[src/ikhb_pkg.sv]
// Shared types, constants and helpers for the integer key hash bucket block.
// No dependencies; used by the mixer, the modulo cells and the top level.
package ikhb_pkg;

   localparam int KEY_W    = 32;
   localparam int MIX_W    = 64;
   localparam int HALF_W   = 32;
   localparam int MULT_W   = 27;
   localparam int DIV_W    = 32;
   localparam int SIZE_W   = 33;
   localparam int SHIFT_N  = 16;

   localparam logic [MULT_W-1:0] HASH_MULT       = 27'h45d9f3b;
   localparam logic [SIZE_W-1:0] TABLE_SIZE_RST  = 33'd1024;
   localparam logic [DIV_W-1:0]  DIVISOR_RST     = 32'd1023;

   // Low partial product is 32 x 27 bits.
   localparam int LO_PROD_W = HALF_W + MULT_W;

   // Data handed from one modulo cell to the next.
   typedef struct packed {
      logic [DIV_W-1:0] rem;
      logic [MIX_W-1:0] bits;
   } ikhb_div_type;

   function automatic logic [MIX_W-1:0] xor_shift(input logic [MIX_W-1:0] v);
      return v ^ (v >> SHIFT_N);
   endfunction

endpackage

[src/ikhb_mod_cell.sv]
// One step of a restoring remainder: takes the next dividend bit, subtracts when it fits.
// Depends on ikhb_pkg. Cells are chained, one dividend bit per cell.
module ikhb_mod_cell
   import ikhb_pkg::*;
(
   input  logic             clock,
   input  logic             reset,
   input  logic             en,
   input  logic [DIV_W-1:0] divisor,
   input  logic             in_valid,
   input  ikhb_div_type     in_data,
   output logic             out_valid,
   output ikhb_div_type     out_data
);

   logic         valid_ff;
   ikhb_div_type data_ff, data_in;
   logic [DIV_W:0] trial;

   always_comb begin
      trial = {in_data.rem, in_data.bits[MIX_W-1]};
      // The remainder stays below the divisor, so one subtract is enough.
      if (trial >= {1'b0, divisor}) begin
         trial = trial - {1'b0, divisor};
      end
      data_in.rem  = trial[DIV_W-1:0];
      data_in.bits = {in_data.bits[MIX_W-2:0], 1'b0};
   end

   always_ff @(posedge clock) begin
      if (reset) begin
         valid_ff <= 1'b0;
      end else if (en) begin
         valid_ff <= in_valid;
      end
   end

   always_ff @(posedge clock) begin
      if (en) begin
         data_ff <= data_in;
      end
   end

   assign out_valid = valid_ff;
   assign out_data  = data_ff;

endmodule

[config.mk]
export PLATFORM = sky130hd
export DESIGN_NAME = ikhb_mod_cell
export DESIGN_NICKNAME = d
export VERILOG_FILES = /design/src/ikhb_pkg.sv /design/src/ikhb_mod_cell.sv
export SDC_FILE = /design/constraint.sdc
export NUM_CORES = 1
export LEC_CHECK = 0
export BUFFER_PORTS_ARGS = -buffer_cell sky130_fd_sc_hd__buf_2
export CAP_MARGIN = 20
export CORE_ASPECT_RATIO = 1.75
export CORE_UTILIZATION = 45
export CTS_CLUSTER_DIAMETER = 40
export DETAILED_ROUTE_END_ITERATION = 16
export PLACE_DENSITY = 0.85
export SLEW_MARGIN = 20
export SYNTH_ARGS = -nofsm -noshare
export SYNTH_HDL_FRONTEND = slang
export SYNTH_SLANG_ARGS = --single-unit
[constraint.sdc]
create_clock -name clock -period 2.94 [get_ports clock]
set_input_delay 0.147 -clock clock [delete_from_list [all_inputs] [get_ports clock]]
set_output_delay 0.147 -clock clock [all_outputs]
set_load 0.005 [all_outputs]
==> reports/qor.csv <==
metric,value,unit
outcome,"complete, no violations",
critical path startpoint,in_data[63],
Post-synth EDFFs,95,
Filler cells,859,
combinational power share,24.4,%
NetSw,1.04,mW
Synth Flop Type,edfxtp_1,
# H-tree levels,3,
leading area contributor after synthesis,edfxtp_1,
vias in the first global route,4840,
Setup WS post-layout,0.341,ns
hold path cells,1,
DRC,0,
Finished Cell Area,7320,sq um
total CTS buffers,9,
Routed WL,15.8,mm
initial antenna violation count,1,
Root Driver,clkbuf_16,
hold buffers post-CTS,59,
Clock Latency Late Sink,0.34,ns
average cell area after synthesis,11.5,sq um
post-placement cell area,6430,sq um
total congestion overflow,0,
Vias/cell,5.38,
Max Cap Viol,0,
initial drt markers,244,
Resize count post-CTS,0,
R2R Setup Slk,2.26,ns
most numerous cell in the Yosys netlist,edfxtp_1,
WL per Instance,18.0,um
"FF+latch count, synth",96,
CORE AREA,11100,sq um
largest net degree at the start of global routing,58,
Final Net Count,903,
part of the power in registers,46.1,%
worst reg2reg path endpoint,out_valid$_SDFFE_PP0P_,
period utilization,88.4,%
pre-CTS setup slack,0.000396,ns
Post-synth top cells,"edfxtp_1 (95), inv_1 (46), nand2_1 (46), ha_1 (32)",
net switching fraction of the power,27.9,%
clk sinks,96,
first-pass GRT wire length,23.1,mm
slowest cell delay on critical path,0.40,ns
GRT Total Usage,26.6,%
Final TNS setup,0,ns
share of cells above drive strength 1,35.1,%
CP Cell Sequence,"buf_2, inv_1, ha_1, inv_1, fa_1, a21o_1, a221oi_4, o2111ai_1, a31o_1, a221oi_4, o221ai_2, xor2_1, mux2_2",
post-synthesis sequential area ratio,56.4,%
Initial Util,45.9,%
Pre-antenna DRT Iters,5,
clock slew at reported path FFs,0.07,ns
clock skew,0,ns
Hold Path Class,in2reg,
I/O pin total,229,
"critical path fanouts, max",2,
startpoint types,input port,
Syn Inst Count,445,
reg2reg path depth,2,
Worst Path Required,3.03,ns
share of the synthesized area in the top cell type,56.0,%
maximum vdd drop,386,uV
area delta synth->final,43.6,%
critical path type,in2reg,
setup bufs post-CTS,0,
Row Count,51,
HPWL Detailed,11.3,mm
Static Leak,3.30,nW
Reg-to-Reg Start,out_valid$_SDFFE_PP0P_,
Die Area,11800,sq um
Post-DRT Antenna Nets,0,
unrepaired setup endpoints after global routing,no,
Hold EP,out_data[33]$_DFFE_PP_,
Die Width,82.5,um
Int Pwr,2.69,mW
final setup vio count,0,
clock power share,29.5,%
Hold Crit Start,in_data[32],
Achievable Freq,385,MHz
CP max-delay cell,fa_1,
Synth warnings,0,
final core utilization,65.9,%
CP arrival,2.69,ns
pwr dens,511,nW/um^2
Routability Congestion,0.998,
"Net Count, Synth",610,
ys async rst share,0,%
die height,143,um
endpoint class of the critical path,register,
CTS tree,done,
final max-slew violation count,0,
vias post-DR,4715,
final hold violations,0,
CTS max path bufs,2,
"top cells by area, synth","edfxtp_1 (56%), ha_1 (7.9%), inv_1 (3.4%)",
Port Buffers,227,
Final min period,2.60,ns
"Cell Area, Synth",5100,sq um
Slew headroom,59.7,%
worst slew pin tran,0.604,ns
number of distinct library cells after synthesis,50,
## state kept, by name, summed over array words and instances, names as in the netlist
| signal | flops |
|---|---|
| out_valid | 1 |
| out_data | 95 |
## power groups by stage
stage	clock (mW)	combinational (mW)	sequential, mW
2_1_floorplan	0	0.409	1.77
3_3_place_gp	0	0.792	1.74
3_5_place_dp	0	0.823	1.75
4_1_cts	1.11	0.889	1.72
5_1_grt	1.17	0.993	1.73
6_report	1.10	0.911	1.72
## cell families (layout without fill, tap and decap cells)
group	Yosys count	in the layout	share of synthesized area (%)
other	1	2	0.0736
and+or+nand+nor	98	98	8.81
AOI/OAI and AO/OA	123	123	15.9
xor gates and xnor gates	26	26	4.47
DFF	96	96	56.4
muxes	6	6	1.30
buffers and inverters	62	360	4.81
adders and majority gates	33	33	8.25
## layout by cell type, fill, tap and decap left out, drive strengths merged, types with 3 or more instances in the layout
master and n:
a21o 7, inv 48, edfxtp 95, ha 32, xor2 13, dlygate4sd3 60
nand3 5, nor3 5, nor2 18, xnor2 13, nand4 8, a21oi 30
o21ai 38, a211oi 4, a31oi 4, o21bai 5, mux2 5, buf 238
o31ai 4, nand2b 5, clkbuf 10, o21a 8, o211ai 5, o2111ai 3
clkinvlp 3, a41oi 3, nand2 46
## worst max-delay path: cells and delay by family
family                   cells  cell delay (ns)
AO/OA/AOI/OAI                6             1.36
XOR/XNOR                     1             0.15
adder cells (fa/ha/maj)      2             0.57
buffers and inverters        3             0.20
multiplexers                 1             0.26
## metal layers
metal	GRT usage (%)	routed length, um	vias up
met5	0	0	-
met4	17.9	959	0
met2	50.7	8590	256
met3	4.79	1170	72
met1	24.0	5040	2171
li1	-	-	2216
## stage by stage
stage / total power [mW] / hold WS, ns / std cells
6_report: 3.74 / 0.0118 / 876
3_5_place_dp: 2.57 / 0.308 / 799
4_1_cts: 3.72 / 0.00112 / 874
5_1_grt: 3.89 / 0.00442 / 876
3_3_place_gp: 2.53 / 0.308 / 799
2_1_floorplan: 2.18 / 0.219 / 445
## worst max path at each step
stage,endpoint,slack [ns],cells past startpoint
6_report,out_data[92]$_DFFE_PP_,0.34,13
4_1_cts,out_data[92]$_DFFE_PP_,0.36,13
5_1_grt,out_data[86]$_DFFE_PP_,0.17,14
3_5_place_dp,out_data[92]$_DFFE_PP_,0.0004,13
2_1_floorplan,out_data[92]$_DFFE_PP_,0.23,12
3_3_place_gp,out_data[92]$_DFFE_PP_,0.07,13
## cell type report
| cell class | count | area (sq um) | share of cell area (%) |
|---|---|---|---|
| tap | 132 | 165 | 2.26 |
| timing repair buffer | 298 | 1830 | 25.1 |
| sequential | 96 | 2870 | 39.3 |
| clock buffer | 10 | 229 | 3.13 |
| antenna | 1 | 2.50 | 0.0342 |
| clock inverter | 6 | 51.3 | 0.701 |
| multi-input combinational | 287 | 1990 | 27.2 |
| inverter | 46 | 173 | 2.36 |
No activity file was read; power rests on OpenSTA's default activity.
