--- config.mk ---
export PLATFORM = sky130hd
export DESIGN_NAME = ikhb_mix
export DESIGN_NICKNAME = d
export VERILOG_FILES = /design/src/ikhb_pkg.sv /design/src/ikhb_mix.sv
export SDC_FILE = /design/constraint.sdc
export NUM_CORES = 2
export LEC_CHECK = 0
export BUFFER_PORTS_ARGS = -buffer_cell sky130_fd_sc_hd__buf_2
export CORE_MARGIN = 5
export CORE_UTILIZATION = 58
export CTS_CLUSTER_SIZE = 10
export DETAILED_ROUTE_END_ITERATION = 6
export MAX_ROUTING_LAYER = met4
export PLACE_DENSITY = 0.76
export SLEW_MARGIN = 10
export SYNTH_ARGS = -nofsm -noshare
export SYNTH_HDL_FRONTEND = slang
export SYNTH_SLANG_ARGS = --single-unit
--- constraint.sdc ---
create_clock -name clock -period 10.4 [get_ports clock]
set_input_delay 0.52 -clock clock [delete_from_list [all_inputs] [get_ports clock]]
set_output_delay 0.52 -clock clock [all_outputs]
set_load 0.02 [all_outputs]
--- src/ikhb_pkg.sv ---
// Shared types, constants and helpers for the integer key hash bucket block.
// No dependencies; used by the mixer, the modulo cells and the top level.
package ikhb_pkg;

   localparam int KEY_W    = 32;
   localparam int MIX_W    = 64;
   localparam int HALF_W   = 32;
   localparam int MULT_W   = 27;
   localparam int DIV_W    = 32;
   localparam int SIZE_W   = 33;
   localparam int SHIFT_N  = 16;

   localparam logic [MULT_W-1:0] HASH_MULT       = 27'h45d9f3b;
   localparam logic [SIZE_W-1:0] TABLE_SIZE_RST  = 33'd1024;
   localparam logic [DIV_W-1:0]  DIVISOR_RST     = 32'd1023;

   // Low partial product is 32 x 27 bits.
   localparam int LO_PROD_W = HALF_W + MULT_W;

   // Data handed from one modulo cell to the next.
   typedef struct packed {
      logic [DIV_W-1:0] rem;
      logic [MIX_W-1:0] bits;
   } ikhb_div_type;

   function automatic logic [MIX_W-1:0] xor_shift(input logic [MIX_W-1:0] v);
      return v ^ (v >> SHIFT_N);
   endfunction

endpackage

--- src/ikhb_mix.sv ---
// Pipelined key mixer: sign extension, two xorshift-multiply rounds and a final xorshift.
// Depends on ikhb_pkg. Each 64-bit multiply is split into two 32 x 27 partial products.
module ikhb_mix
   import ikhb_pkg::*;
(
   input  logic             clock,
   input  logic             reset,
   input  logic             en,
   input  logic             in_valid,
   input  logic [KEY_W-1:0] in_key,
   output logic             out_valid,
   output logic [MIX_W-1:0] out_value
);

   logic [3:0] vld_ff;

   logic [MIX_W-1:0]     x0;
   logic [LO_PROD_W-1:0] lo1_ff, lo1_in, lo2_ff, lo2_in;
   logic [HALF_W-1:0]    hi1_ff, hi1_in, hi2_ff, hi2_in;
   logic [MIX_W-1:0]     x1_ff, x1_in, x3_ff, x3_in;

   always_comb begin
      x0     = xor_shift({{(MIX_W-KEY_W){in_key[KEY_W-1]}}, in_key});
      lo1_in = LO_PROD_W'(x0[HALF_W-1:0]) * LO_PROD_W'(HASH_MULT);
      hi1_in = HALF_W'(x0[MIX_W-1:HALF_W] * HALF_W'(HASH_MULT));
      // Only the low half of the high partial product survives the wrap.
      x1_in  = xor_shift({hi1_ff, {HALF_W{1'b0}}} + MIX_W'(lo1_ff));
      lo2_in = LO_PROD_W'(x1_ff[HALF_W-1:0]) * LO_PROD_W'(HASH_MULT);
      hi2_in = HALF_W'(x1_ff[MIX_W-1:HALF_W] * HALF_W'(HASH_MULT));
      x3_in  = xor_shift({hi2_ff, {HALF_W{1'b0}}} + MIX_W'(lo2_ff));
   end

   always_ff @(posedge clock) begin
      if (reset) begin
         vld_ff <= '0;
      end else if (en) begin
         vld_ff <= {vld_ff[2:0], in_valid};
      end
   end

   always_ff @(posedge clock) begin
      if (en) begin
         lo1_ff <= lo1_in;
         hi1_ff <= hi1_in;
         x1_ff  <= x1_in;
         lo2_ff <= lo2_in;
         hi2_ff <= hi2_in;
         x3_ff  <= x3_in;
      end
   end

   assign out_valid = vld_ff[3];
   assign out_value = x3_ff;

endmodule

==> qor.csv <==
stage,metric,value,unit
routing,drt_first_iter_violations,1944,
final_layout,fillers,7110,
place,gp_congestion,1.01,
die,start_util,58.5,%
place,dpl.hpwl,110000,um
setup_path,cp-startpoint,in_key[31],
setup_path,cp_max_fo,17,
yosys,yosysWarnings,0,
routing,wl_per_cell,20.1,um
die,die-height,306,um
worst_hold_path,hp-start,reset,
final_layout,layout_commonest_cell,inv_1,
die,rows,108,
routing,drc,0,
die,ios,101,
place,dp_worst_setup_slack,1660,ps
final_layout,final_cell_mix,"inv_1 (1618), fa_1 (930), ha_1 (770)",
global_route,grt_max_degree,79,
global_route,grt_pass1_vias,35600,
yosys,async_flop_share,0,%
die,die_w,306,um
sta,relSlewSlack,22.8,%
sta,fin_skew,30.5,ps
cts,cts.sinks,280,
cts,cts_tree,built,
sta,final-setup-viol-count,0,
yosys,ys_seq_area_share,16.4,%
yosys,synth.distinct_cells,74,
global_route,grt_overflow,0,
sta,fmax,121,MHz
global_route,grt_usage,27.7,%
final_layout,regArea,0.00837,mm^2
final_layout,fin_nets,6700,
setup_path,path_buf_inv,7,
yosys,synth_edf_count,276,
setup_path,slowest_stage,xor2_1,
final_layout,drive_gt1_share,3.78,%
yosys,ys.flop_type,edfxtp_1,
global_route,grt_pass1_wl,196000,um
setup_path,path_delay_family,adder cells,
final_layout,syn_to_final_growth,5.94,%
setup_path,cp-end-kind,register,
yosys,synth_area,0.0509,mm^2
yosys,synth_fp_nets,6562,
sta,rsz0062_at_grt,no,
final_layout,multi_input_area,0.0364,mm^2
flow_run,drv_cap,0,
final_layout,antenna_cells,0,
setup_path,r2r_start,x1_ff[22],
die,core-area,0.0869,mm^2
global_route,antenna_found_initial,0,
cts,htreeDepth,2,
cts,numCtsBuffers,35,
cts,cts_resized,0,
sta,setup_tns,0,ps
yosys,synth-seq-cells,280,
cts,clk_path_buf_depth,3,
sta,period_share,79.2,%
sta,max_slew.worst_pin.slew,1150,ps
outcome,status,finished clean,
final_layout,stdcell_count,6132,
die,die_area,0.0937,mm^2
setup_path,start_kind,input pin,
setup_path,cp_data_arrival_time,8520,ps
cts,path_clk_slew,50,ps
sta,drv_slew,0,
cts,root_buffer,clkbuf_16,
sta,finalHoldViolations,0,
yosys,syn_avg_cell_area,10.5,um^2
yosys,synth_cells,4826,
routing,dr.pass1.iters,5,
setup_path,crit_required,10690,ps
routing,vias_per_cell,5.29,
routing,vias,32400,
sta,fin_ws,2170,ps
setup_path,crit_type,in2reg,
setup_path,critical_path.max_stage_delay,900,ps
place,placed_cells,6082,
routing,wirelength,123000,um
worst_hold_path,hp-class,in2reg,
sta,fin_crit,8230,ps
cts,clk_latency,560,ps
place,io_buffers,100,
cts,post-cts-setup-buffers,0,
routing,drtAntennaViolNets,0,
cts,cts_hold_buf,0,
-- registers in the layout, indices dropped and copies added, names as in the netlist --
name and count:
hi1_ff 1, hi2_ff 32, lo1_ff 59, lo2_ff 59, out_value 64, vld_ff 4
x1_ff 61
-- per-layer routing --
| metal | GRT usage, % | share of wire [%] | up-vias |
|---|---|---|---|
| li1 | - | - | 15100 |
| met1 | 35.0 | 41 | 16100 |
| met2 | 47.8 | 50 | 985 |
| met3 | 2.55 | 4.9 | 243 |
| met4 | 8.78 | 4.0 | 0 |
| met5 | - | 0 | - |
-- synthesized netlist by cell type (all sizes together), types with 8 or more instances --
| library cell | count | area, um^2 |
|---|---|---|
| a211oi | 22 | 175 |
| a21boi | 8 | 60.1 |
| a21o | 75 | 564 |
| a21oi | 157 | 790 |
| a221oi | 8 | 70.1 |
| a31oi | 16 | 100 |
| and2 | 9 | 56.3 |
| and3 | 23 | 144 |
| clkbuf | 19 | 71.3 |
| edfxtp | 276 | 8290 |
| fa | 930 | 18600 |
| ha | 770 | 9630 |
| inv | 1618 | 6070 |
| nand2 | 91 | 342 |
| nand2b | 22 | 138 |
| nand3 | 29 | 145 |
| nand4 | 16 | 100 |
| nor2 | 107 | 402 |
| nor2b | 9 | 56.3 |
| nor3 | 25 | 125 |
| o211ai | 16 | 120 |
| o21a | 26 | 195 |
| o21ai | 75 | 375 |
| o21bai | 27 | 203 |
| o31ai | 9 | 72.6 |
| or3 | 8 | 50.1 |
| xnor2 | 153 | 1340 |
| xor2 | 183 | 1600 |
-- cells by family after synthesis --
logic type,count (synthesis),share of synthesized area (%)
simple gates,366,3.48
xor+xnor,338,5.87
fa+ha+maj,1700,55.5
buf+inv,1639,12.1
flops,280,16.4
compound gates,497,6.46
mux,6,0.118
-- final timing paths --
kind	slack, ps	depth (start not counted)	to
max reg2reg	2630	22	lo2_ff[57]
max	2170	25	lo1_ff[58]
min reg2reg	490	2	vld_ff[3]
min	190	2	vld_ff[0]
-- per-stage QoR --
| stage | hold slack (ps) | utilization (%) | area (um^2) |
|---|---|---|---|
| after floorplan | 448 | - | 50900 |
| after global placement | 475 | 60.9 | 52900 |
| after detailed placement | 490 | 60.9 | 52900 |
| after CTS | 158 | 62.0 | 53900 |
| after global routing | 195 | 62.0 | 53900 |
| final | 187 | 62.0 | 53900 |
-- cell type report --
| type | instances | share of cell area, % |
|---|---|---|
| multi-input combinational | 2907 | 67.5 |
| inverter | 1618 | 11.3 |
| timing repair buffer | 122 | 1.25 |
| clock inverter | 8 | 0.144 |
| sequential | 280 | 15.5 |
| tap | 1155 | 2.68 |
| clock buffer | 42 | 1.67 |
Power is not shown: default switching activity piles up to over one toggle a cycle in this logic, so the estimate is an artifact.
